`src/sv/grid_majority_filter_signature_assert.svh`:
```
// Assertion macros for the grid majority filter signature block.
// Each macro takes a label, the clock, the active-low reset and the checked terms.
`ifndef GRID_MAJORITY_FILTER_SIGNATURE_ASSERT_SVH
`define GRID_MAJORITY_FILTER_SIGNATURE_ASSERT_SVH

// The condition must never hold at a clock edge outside reset.
`define GMFS_ASSERT_NEVER(label, clk, rstn, cond, msg) \
    label: assert property (@(posedge clk) disable iff (!(rstn)) !(cond)) \
        else $error(msg);

// When the antecedent holds, the consequent holds at the same edge.
`define GMFS_ASSERT_IMPLY(label, clk, rstn, ante, cons, msg) \
    label: assert property (@(posedge clk) disable iff (!(rstn)) (ante) |-> (cons)) \
        else $error(msg);

// When the antecedent holds, the consequent holds at the following edge.
`define GMFS_ASSERT_NEXT(label, clk, rstn, ante, cons, msg) \
    label: assert property (@(posedge clk) disable iff (!(rstn)) (ante) |=> (cons)) \
        else $error(msg);

`endif

```
`src/sv/gmfs_pkg.sv`:
```
// Shared types and constants for the grid majority filter signature block.
// No dependencies; every module in the project imports this package.
`timescale 1ns / 1ps
`default_nettype none

package gmfs_pkg;

    localparam int GRID_W     = 16;
    localparam int GRID_H     = 12;
    localparam int CELL_COUNT = GRID_W * GRID_H;
    localparam int SLOT_COUNT = 3;

    localparam int COL_W  = (GRID_W > 1) ? $clog2(GRID_W) : 1;
    localparam int ROW_W  = (GRID_H > 1) ? $clog2(GRID_H) : 1;
    localparam int ADDR_W = (CELL_COUNT > 1) ? $clog2(CELL_COUNT) : 1;
    localparam int SLOT_W = 2;
    localparam int SEEN_W = 2;

    localparam logic [31:0] HASH_BASIS = 32'd2166136261;
    localparam logic [31:0] HASH_PRIME = 32'd16777619;
    localparam logic [15:0] COUNT_MAX  = 16'hFFFF;

    localparam int FIFO_DEPTH = 4;
    localparam int FIFO_IDX_W = 2;
    localparam int FIFO_CNT_W = 3;

    localparam int CFG_IDX_W = 2;

    typedef enum logic [CFG_IDX_W-1:0] {
        CFG_STABLE_THRESHOLD = 2'd0,
        CFG_MARKER_CODE      = 2'd1,
        CFG_EMPTY_CODE       = 2'd2
    } cfg_idx_t;

    typedef struct packed {
        logic [7:0] stable_threshold;
        logic [7:0] marker_code;
        logic [7:0] empty_code;
    } cfg_t;

    typedef struct packed {
        logic [7:0] cell_in;
        logic [7:0] marker_col;
        logic [7:0] marker_row;
    } in_item_t;

    typedef struct packed {
        logic [7:0]  filtered_cell;
        logic        frame_last;
        logic [31:0] signature;
        logic [15:0] stable_count;
        logic        sig_changed;
        logic        stable_reached;
        logic        plan_request;
    } out_item_t;

    // Per-cell result handed from the cell path to the frame tracker.
    typedef struct packed {
        logic        valid;
        logic [7:0]  filtered;
        logic        last;
        logic [31:0] sig;
    } cell_res_t;

endpackage

`default_nettype wire

```
`src/sv/gmfs_out_fifo.sv`:
```
// Output queue: holds finished result transactions while the consumer stalls.
// Uses gmfs_pkg.
`timescale 1ns / 1ps
`default_nettype none

module gmfs_out_fifo
    import gmfs_pkg::*;
(
    input  wire logic            aclk,
    input  wire logic            aresetn,
    input  wire logic            push,
    input  wire out_item_t       push_item,
    output logic                 m_valid,
    input  wire logic            m_ready,
    output out_item_t            m_data,
    output logic [FIFO_CNT_W-1:0] count
);

    out_item_t               entry [FIFO_DEPTH];
    logic [FIFO_IDX_W-1:0]   wr_ptr_reg, wr_ptr_next;
    logic [FIFO_IDX_W-1:0]   rd_ptr_reg, rd_ptr_next;
    logic [FIFO_CNT_W-1:0]   count_reg, count_next;
    logic                    pop;

    always_comb begin
        pop         = (count_reg != '0) && m_ready;
        wr_ptr_next = push ? wr_ptr_reg + 1'b1 : wr_ptr_reg;
        rd_ptr_next = pop ? rd_ptr_reg + 1'b1 : rd_ptr_reg;
        count_next  = count_reg + FIFO_CNT_W'(push) - FIFO_CNT_W'(pop);
    end

    always_ff @(posedge aclk) begin
        if (!aresetn) begin
            wr_ptr_reg <= '0;
            rd_ptr_reg <= '0;
            count_reg  <= '0;
        end else begin
            wr_ptr_reg <= wr_ptr_next;
            rd_ptr_reg <= rd_ptr_next;
            count_reg  <= count_next;
        end
    end

    always_ff @(posedge aclk) begin
        if (push) begin
            entry[wr_ptr_reg] <= push_item;
        end
    end

    assign m_valid = (count_reg != '0);
    assign m_data  = entry[rd_ptr_reg];
    assign count   = count_reg;

endmodule

`default_nettype wire

```
`config.mk`:
```
export PLATFORM = sky130hd
export DESIGN_NAME = gmfs_out_fifo
export DESIGN_NICKNAME = d
export VERILOG_FILES = /design/src/sv/grid_majority_filter_signature_assert.svh /design/src/sv/gmfs_pkg.sv /design/src/sv/gmfs_out_fifo.sv
export SDC_FILE = /design/constraint.sdc
export NUM_CORES = 1
export LEC_CHECK = 0
export ABC_AREA = 1
export BUFFER_PORTS_ARGS = -buffer_cell sky130_fd_sc_hd__buf_2
export CORE_MARGIN = 5
export CORE_UTILIZATION = 52
export DETAILED_ROUTE_END_ITERATION = 16
export GPL_ROUTABILITY_DRIVEN = 0
export GPL_TIMING_DRIVEN = 0
export PLACE_DENSITY = 0.78
export SYNTH_ARGS = -nofsm -noshare
export SYNTH_HDL_FRONTEND = slang
export SYNTH_SLANG_ARGS = --single-unit
```
`constraint.sdc`:
```
create_clock -name aclk -period 2.4 [get_ports aclk]
set_clock_uncertainty 0.05 [all_clocks]
set_input_delay 0.24 -clock aclk [delete_from_list [all_inputs] [get_ports aclk]]
set_output_delay 0.24 -clock aclk [all_outputs]
set_load 0.03 [all_outputs]
```
==> flow_summary.json <==
{
  "cp.arrival_ns": 2.03,
  "drt-pass1-iter-count": 5,
  "start_util_pct": 52.8,
  "grt-busiest-layer": "met2",
  "p_leak_nw": 4.30,
  "vias": 5990,
  "post-route-period-util_pct": 96.5,
  "cp_common_cell": "buf_6",
  "met3_usage_pct": 3.08,
  "vias_per_cell": 5.44,
  "outcome": "completed",
  "grt_pass1_vias": 6424,
  "clkLatencyLatePin_ns": 0.51,
  "synth_fp_nets": 711,
  "p_per_area_nw_per_um2": 1010,
  "slowest_delay_ns": 0.37,
  "antennaDiodeCount": 0,
  "synth_seq_cells": 249,
  "hold_path_class": "primary input to register",
  "max_freq_ghz": 0.432,
  "cts_buffers": 24,
  "port_buffers": 127,
  "min_period_ns": 2.32,
  "max_cap_viol_count": 0,
  "synth_cells": 640,
  "core-area_um2": 18000,
  "crit_required_ns": 2.11,
  "cts_sinks": 249,
  "worst_setup_path_start_kind": "register",
  "worst_pin_slew_ns": 0.892,
  "grt.total_usage_pct": 19.4,
  "nFillCells": 1249,
  "largest_reg_flops": 240,
  "path_cells": "buf_6 -> inv_2 -> buf_8 -> buf_6 -> nor2_1 -> o22ai_1 -> buf_2",
  "io_pins": 128,
  "drtIter0Drc": 328,
  "crit_fanout": 10,
  "synth_seq_area_share_pct": 77.6,
  "grt_remaining_overflow": 0,
  "finalHoldViolCount": 0,
  "ir_worst_vdd_mv": 0.738,
  "relSlewSlack_pct": 40.5,
  "cp-end-kind": "primary output",
  "grt_pass1_wl_mm": 33.1,
  "finalNetCount": 926,
  "clkTransAtPathRegs_ns": 0.06,
  "path_class": "register to primary output",
  "clockRootBuffer": "clkbuf_16",
  "layout_commonest_cell": "edfxtp_1",
  "critPathTopFamily": "buffers and inverters",
  "antenna_left": 0,
  "power_mw": 12.0,
  "syn-cell-area_um2": 9520,
  "fp.dieArea_um2": 21100,
  "routed_wl_mm": 20.8,
  "antenna_found_initial": 0,
  "met2_usage_pct": 34.7,
  "syn_avg_cell_area_um2": 14.9,
  "wl_per_cell_um": 18.9,
  "ctsLongestPathBuffers": 3,
  "die_x_um": 145,
  "grt_max_degree": 61,
  "ys_types": 20,
  "die_h_um": 145,
  "htree_num_levels": 1,
  "area_growth_pct": 24.5,
  "slew_violations": 0,
  "grt_util_met1_pct": 24.6,
  "post-route-util_pct": 65.8,
  "hpwl_mm": 11.3,
  "slowest_stage": "dfxtp_1",
  "layout_common_cells": "240 x edfxtp_1, 133 x buf_2, 105 x nor2_1",
  "final_layout_size_suffix_gt1_share_pct": 27.8,
  "drc": 0,
  "cts_tree": "done",
  "yosysWarnings": 0,
  "hold_ws_ns": 0.0365,
  "crit_buf_inv": 5,
  "setup-violations-final": 0,
  "row_count": 49
}
[cell type report]
| class | instances | area (um^2) | area share (%) |
|---|---|---|---|
| Clock inverter | 15 | 131 | 1.11 |
| Clock buffer | 29 | 619 | 5.22 |
| Inverter | 17 | 73.8 | 0.623 |
| Timing Repair Buffer | 189 | 1260 | 10.6 |
| Multi-Input combinational cell | 336 | 1820 | 15.4 |
| Buffer | 38 | 274 | 2.31 |
| Tap cell | 229 | 287 | 2.42 |
| Sequential cell | 249 | 7390 | 62.3 |
[synthesized netlist by cell type (all sizes together)]
cell | count | share of area [%]
clkbuf | 19 | 0.75
inv | 17 | 0.67
nand3 | 2 | 0.11
dfxtp | 9 | 1.9
a21boi | 1 | 0.079
ha | 6 | 0.79
nor2 | 125 | 5.5
fa | 1 | 0.21
o21ai | 122 | 6.4
a21oi | 5 | 0.26
buf | 19 | 1.9
o22ai | 60 | 5.3
edfxtp | 240 | 76
nand2 | 14 | 0.55
[worst register-to-register path, cell delays in order (launching register included)]
cell and delay (ns):
dfxtp_1 0.34, nor2_1 0.15, a21boi_0 0.13, ha_1 0.32, inv_1 0.05, ha_1 0.18, fa_1 0.40, a21oi_1 0.16
nor2_1 0.06
[layer usage]
layer | wire (um) | share of wire [%] | vias to the layer above
li1 | - | - | 2838
met1 | 8320 | 40 | 2915
met2 | 10800 | 52 | 208
met3 | 1280 | 6.2 | 29
met4 | 368 | 1.8 | 0
met5 | 0 | 0 | -
[kinds of logic (layout without fill, tap and decap cells)]
kind of cell	after synthesis	in the layout	synth area share [%]
and+or+nand+nor	141	141	6.11
buffers and inverters	55	288	3.32
AOI/OAI and AO/OA	188	188	12.0
DFF	249	249	77.6
adders and majority gates	7	7	0.998
[power by group]
group          switching, mW  internal (mW)  total, mW
sequential            0.0770           4.99       5.07
clock                   1.50           2.06       3.55
combinational           2.36           1.04       3.40
total                   3.93           8.09       12.0
[through the flow]
step / cells / setup TNS [ns] / cell area (um^2) / worst slack, ns
after floorplan: 640 / 0 / 9520 / 0.180
after global placement: 996 / -168.76 / 10400 / -0.770
after detailed placement: 996 / 0 / 10500 / 0.338
after CTS: 1102 / 0 / 11800 / 0.0355
after global routing: 1102 / -0.00946 / 11900 / -0.00946
final: 1102 / 0 / 11900 / 0.0830
[worst paths after layout]
check	start	to	depth (start not counted)	slack, ns
worst max-delay path	register	m_data[48]	7	0.08
worst max register to register	count[1]$_SDFF_PN0_	count[2]$_SDFF_PN0_	8	0.47
worst min-delay path	push	wr_ptr_reg[1]$_SDFFE_PN0P_	3	0.04
worst min register to register	rd_ptr_reg[0]$_SDFFE_PN0P_	rd_ptr_reg[0]$_SDFFE_PN0P_	2	0.46
[timing repair]
item,in CTS,in global routing
hold buffers,62,0
resized for setup,16,10
endpoints found under the setup margin,60,23
hold endpoints to repair,249,0
setup buffers,0,0
cloned,0,0
Power figures use the tool's default switching activity.
