==> config.mk <==
export PLATFORM = sky130hd
export DESIGN_NAME = gmfs_frame_track
export DESIGN_NICKNAME = d
export VERILOG_FILES = /design/src/sv/grid_majority_filter_signature_assert.svh /design/src/sv/gmfs_pkg.sv /design/src/sv/gmfs_frame_track.sv
export SDC_FILE = /design/constraint.sdc
export NUM_CORES = 1
export LEC_CHECK = 0
export ABC_AREA = 0
export ABC_CLOCK_PERIOD_IN_PS = 7000
export BUFFER_PORTS_ARGS = -buffer_cell sky130_fd_sc_hd__buf_2
export CAP_MARGIN = 20
export CORE_MARGIN = 3
export CORE_UTILIZATION = 23
export DETAILED_ROUTE_END_ITERATION = 12
export GPL_ROUTABILITY_DRIVEN = 0
export PLACE_DENSITY = 0.48
export SYNTH_ARGS = -nofsm -noshare
export SYNTH_HDL_FRONTEND = slang
export SYNTH_SLANG_ARGS = --single-unit
export TNS_END_PERCENT = 100
==> constraint.sdc <==
create_clock -name aclk -period 7 [get_ports aclk]
set_input_delay 1.4 -clock aclk [delete_from_list [all_inputs] [get_ports aclk]]
set_output_delay 1.4 -clock aclk [all_outputs]
set_load 0.02 [all_outputs]
==> src/sv/grid_majority_filter_signature_assert.svh <==
// Assertion macros for the grid majority filter signature block.
// Each macro takes a label, the clock, the active-low reset and the checked terms.
`ifndef GRID_MAJORITY_FILTER_SIGNATURE_ASSERT_SVH
`define GRID_MAJORITY_FILTER_SIGNATURE_ASSERT_SVH

// The condition must never hold at a clock edge outside reset.
`define GMFS_ASSERT_NEVER(label, clk, rstn, cond, msg) \
    label: assert property (@(posedge clk) disable iff (!(rstn)) !(cond)) \
        else $error(msg);

// When the antecedent holds, the consequent holds at the same edge.
`define GMFS_ASSERT_IMPLY(label, clk, rstn, ante, cons, msg) \
    label: assert property (@(posedge clk) disable iff (!(rstn)) (ante) |-> (cons)) \
        else $error(msg);

// When the antecedent holds, the consequent holds at the following edge.
`define GMFS_ASSERT_NEXT(label, clk, rstn, ante, cons, msg) \
    label: assert property (@(posedge clk) disable iff (!(rstn)) (ante) |=> (cons)) \
        else $error(msg);

`endif

==> src/sv/gmfs_pkg.sv <==
// Shared types and constants for the grid majority filter signature block.
// No dependencies; every module in the project imports this package.
`timescale 1ns / 1ps
`default_nettype none

package gmfs_pkg;

    localparam int GRID_W     = 16;
    localparam int GRID_H     = 12;
    localparam int CELL_COUNT = GRID_W * GRID_H;
    localparam int SLOT_COUNT = 3;

    localparam int COL_W  = (GRID_W > 1) ? $clog2(GRID_W) : 1;
    localparam int ROW_W  = (GRID_H > 1) ? $clog2(GRID_H) : 1;
    localparam int ADDR_W = (CELL_COUNT > 1) ? $clog2(CELL_COUNT) : 1;
    localparam int SLOT_W = 2;
    localparam int SEEN_W = 2;

    localparam logic [31:0] HASH_BASIS = 32'd2166136261;
    localparam logic [31:0] HASH_PRIME = 32'd16777619;
    localparam logic [15:0] COUNT_MAX  = 16'hFFFF;

    localparam int FIFO_DEPTH = 4;
    localparam int FIFO_IDX_W = 2;
    localparam int FIFO_CNT_W = 3;

    localparam int CFG_IDX_W = 2;

    typedef enum logic [CFG_IDX_W-1:0] {
        CFG_STABLE_THRESHOLD = 2'd0,
        CFG_MARKER_CODE      = 2'd1,
        CFG_EMPTY_CODE       = 2'd2
    } cfg_idx_t;

    typedef struct packed {
        logic [7:0] stable_threshold;
        logic [7:0] marker_code;
        logic [7:0] empty_code;
    } cfg_t;

    typedef struct packed {
        logic [7:0] cell_in;
        logic [7:0] marker_col;
        logic [7:0] marker_row;
    } in_item_t;

    typedef struct packed {
        logic [7:0]  filtered_cell;
        logic        frame_last;
        logic [31:0] signature;
        logic [15:0] stable_count;
        logic        sig_changed;
        logic        stable_reached;
        logic        plan_request;
    } out_item_t;

    // Per-cell result handed from the cell path to the frame tracker.
    typedef struct packed {
        logic        valid;
        logic [7:0]  filtered;
        logic        last;
        logic [31:0] sig;
    } cell_res_t;

endpackage

`default_nettype wire

==> src/sv/gmfs_frame_track.sv <==
// Frame tracker: repeat count, change flag, stable flag and one-shot plan request
// at each frame end. Uses gmfs_pkg.
`timescale 1ns / 1ps
`default_nettype none

module gmfs_frame_track
    import gmfs_pkg::*;
(
    input  wire logic      aclk,
    input  wire logic      aresetn,
    input  wire cell_res_t res,
    input  wire logic [7:0] stable_threshold,
    output logic           push,
    output out_item_t      item
);

    logic [31:0] last_sig_reg, last_sig_next;
    logic [15:0] count_reg, count_next;
    logic [31:0] req_sig_reg, req_sig_next;
    logic        req_valid_reg, req_valid_next;

    logic        frame_end;
    logic        same;
    logic [15:0] count_new;
    logic        reached;
    logic        request;

    always_comb begin
        frame_end = res.valid && res.last;
        same      = (res.sig == last_sig_reg);
        if (!same) begin
            count_new = 16'd1;
        end else if (count_reg == COUNT_MAX) begin
            count_new = count_reg;
        end else begin
            count_new = count_reg + 16'd1;
        end
        reached = (count_new >= {8'd0, stable_threshold});
        request = reached && (!req_valid_reg || (res.sig != req_sig_reg));

        last_sig_next  = last_sig_reg;
        count_next     = count_reg;
        req_sig_next   = req_sig_reg;
        req_valid_next = req_valid_reg;
        if (frame_end) begin
            last_sig_next = res.sig;
            count_next    = count_new;
            if (request) begin
                req_sig_next   = res.sig;
                req_valid_next = 1'b1;
            end
        end
    end

    always_ff @(posedge aclk) begin
        if (!aresetn) begin
            last_sig_reg  <= '0;
            count_reg     <= '0;
            req_sig_reg   <= '0;
            req_valid_reg <= 1'b0;
        end else begin
            last_sig_reg  <= last_sig_next;
            count_reg     <= count_next;
            req_sig_reg   <= req_sig_next;
            req_valid_reg <= req_valid_next;
        end
    end

    // Frame fields read as zero off the last cell.
    always_comb begin
        push                = res.valid;
        item.filtered_cell  = res.filtered;
        item.frame_last     = res.last;
        item.signature      = res.last ? res.sig : '0;
        item.stable_count   = res.last ? count_new : '0;
        item.sig_changed    = res.last && !same;
        item.stable_reached = res.last && reached;
        item.plan_request   = res.last && request;
    end

endmodule

`default_nettype wire

==> results.py <==
metrics = {
    "synthesis": {
        "synth-simple-area-share": 0.284,
        "synthMuxAreaShare": 0.0732,
        "synth-seq-cells": 81,
        "synth_xor_area_frac": 0.128,
        "netlist_instances": 613,
        "ys_warn_count": 0,
        "synth_fa_ha_area_frac": 0.0203,
        "syn_area_um2": 4930,
        "syn_nets": 673,
        "synth_cell_type_count": 46,
        "synthFlopType": "dfxtp_1",
        "ys_seq_area_frac": 0.329,
        "synth_top_family_by_area": "simple AND/OR/NAND/NOR gates",
        "synthArstFlopShare": 0,
        "synth-edff-count": 0,
        "synth-compound-area-share": 0.109,
        "synth.avg_cell_area_um2": 8.04,
    },
    "floorplanning": {
        "rows": 52,
        "fp.dieH_um": 152,
        "initial_core_util": 0.239,
        "pin_count": 113,
        "die-area_um2": 23200,
        "die_w_um": 152,
        "core_um2": 20600,
    },
    "timing": {
        "drv_slew": 0,
        "slew_headroom": 0.282,
        "fmax_mhz": 163,
        "hold_violations": 0,
        "finalCritPeriodShare": 0.879,
        "skew_ns": 0.0106,
        "tns_ns": 0,
        "setup_violations": 0,
        "worstMarginPinSlew_ns": 1.08,
        "holdWs_ns": 0.471,
        "period_needed_ns": 6.15,
        "rsz0062_at_grt": "false",
        "finalWorstSetupSlack_ns": 0.850,
    },
    "drt": {
        "drt_iter0_markers": 193,
        "wirelength_mm": 13.3,
        "drtAntennaViolNets": 0,
        "route.detailed.drc": 0,
        "vias": 4143,
        "drtPass1Iterations": 4,
        "viasPerCell": 4.34,
        "post_drt_wl_per_cell_um": 14.0,
    },
    "power": {
        "power_leakage_nw": 2.13,
        "power_density_nw_per_um2": 188,
        "ir_drop_mv": 0.110,
    },
    "cells_and_area": {
        "drive_gt1_frac": 0.185,
        "final_cells": 955,
        "seqCellArea_um2": 1620,
        "multi_input_area_um2": 3030,
        "nets": 740,
        "nFillCells": 2244,
        "areaGrowthSynthToFinish_pct": 18.8,
        "num_antenna_cells": 0,
    },
    "worst_setup_path": {
        "arrival_ns": 4.75,
        "endpoint_kind": "primary output",
        "crit_fanout": 17,
        "cp_data_required_time_ns": 5.60,
        "critical_path_class": "in2out",
        "crit_path_start_kind": "primary input",
    },
    "clock_tree": {
        "root_buffer": "clkbuf_16",
        "cts_buffer_depth": 2,
        "insertion_delay_ns": 0.35,
        "postCtsSetupRepairBufs": 0,
        "cts_hold_buf": 0,
        "numCtsBuffers": 9,
        "htreeDepth": 3,
        "cts.clk_slew.worst_paths_ns": 0.06,
        "ctsResizeCount": 0,
        "cts.sinks": 81,
        "cts_tree": "built",
    },
    "global_routing": {
        "grt_pass1_wl_mm": 22.1,
        "grt_usage": 0.117,
        "grt_overflow": 0,
        "grt_pass1_vias": 3944,
        "antenna_found_initial": 0,
        "grt_max_degree": 114,
    },
    "placed_design": {
        "dp_slack_ns": 0.816,
        "dp_hpwl_mm": 9.43,
        "io_buffers": 96,
        "dp.cells": 939,
    },
    "run_status": {
        "status": "finished clean",
    },
    "hold_path": {
        "hp-class": "reg2reg",
    },
    "flow_run": {
        "maxCapViolCount": 0,
    },
}
synthesized netlist by cell type (all sizes together) (8+ instances only):
library cell	n	area, µm²
nand4	20	138
nand3	10	55.1
nand2	156	586
nor4	9	92.6
a21oi	11	55.1
dfxtp	81	1620
o21ai	8	40.0
mux2i	36	360
a21boi	41	308
xnor2	68	596
buf	23	154
clkbuf	22	82.6
ha	8	100
nor3	14	70.1
and2	42	263
nor2	19	73.8
inv	11	41.3
routing by layer:
metal | track usage | share of wire | vias to the layer above
met5 | 0 | 0 | -
met4 | 0.0231 | 0.0090 | 0
met3 | 0.0344 | 0.058 | 8
met2 | 0.180 | 0.43 | 101
met1 | 0.163 | 0.50 | 1875
li1 | - | - | 2159
power by group:
part	total (mW)	leakage, nW	switching (mW)	internal [mW]
Sequential	0.476	0.656	0.00597	0.470
Clock	0.488	0.142	0.200	0.288
Combinational	0.135	1.33	0.0826	0.0521
Total	1.10	2.13	0.288	0.810
worst max-delay path, cell delays in order:
cell	delay (ns)
buf_2	0.14
xnor2_1	0.34
nand4_1	0.17
nor4_1	0.32
nand2_1	0.14
buf_4	0.22
nor2_1	0.21
ha_1	0.28
a21o_1	0.18
a21o_1	0.17
a21o_1	0.17
a211oi_1	0.47
o21ai_0	0.19
and3_1	0.20
buf_2	0.15
cell families (layout without fill, tap and decap cells):
| family | Yosys count | count (layout) |
|---|---|---|
| compound gates | 72 | 72 |
| xor+xnor | 72 | 72 |
| fa+ha+maj | 8 | 8 |
| buf+inv | 56 | 128 |
| flops | 81 | 81 |
| mux | 36 | 36 |
| simple gates | 288 | 288 |
cells in the final DEF, fill, tap and decap left out, drive strengths merged:
master and count:
or4 1, o2111a 1, or3 1, ha 8, nor3b 2, xor2 4, and3 4, nor4 9
a211oi 2, a21boi 41, and2 42, xnor2 68, nor2b 5, o21ai 8, buf 101, clkbuf 11
nand4 20, inv 12, nand3 10, clkinv 1, o21a 1, bufinv 1, and3b 1, nand2b 2
nor2 19, mux2i 36, o31ai 2, a21o 3, a31oi 1, dfxtp 81, clkinvlp 2, nor4b 1
a21oi 11, o211a 1, nor3 14, nand2 156, a2111oi 1, nand3b 1
per-stage QoR:
| step | util | power (mW) | instance area, µm² |
|---|---|---|---|
| finish | 0.284 | 1.10 | 5850 |
| global route | 0.284 | 1.15 | 5850 |
| CTS | 0.284 | 1.12 | 5850 |
| detailed placement | 0.269 | 0.624 | 5550 |
| global placement | 0.269 | 0.624 | 5550 |
| floorplan | - | 0.575 | 4930 |
path summary, 6_finish.rpt:
check                 startpoint              to  slack (ns)  depth (start not counted)
setup / recovery         res[30]         item[0]        0.85                         15
hold reg to reg   req_sig_reg[4]  req_sig_reg[4]        0.47                          2
hold / removal    req_sig_reg[4]  req_sig_reg[4]        0.47                          2
setup reg to reg    count_reg[0]   req_valid_reg        2.80                         15
final cells by class:
cell class,count,area share
Clock inverter,5,0.0107
Clock buffer,11,0.0415
Tap cell,270,0.0577
Multi-Input combinational cell,476,0.517
Sequential cell,81,0.277
Inverter,11,0.00706
Timing Repair Buffer,101,0.0885
Power figures use the tool's default switching activity.
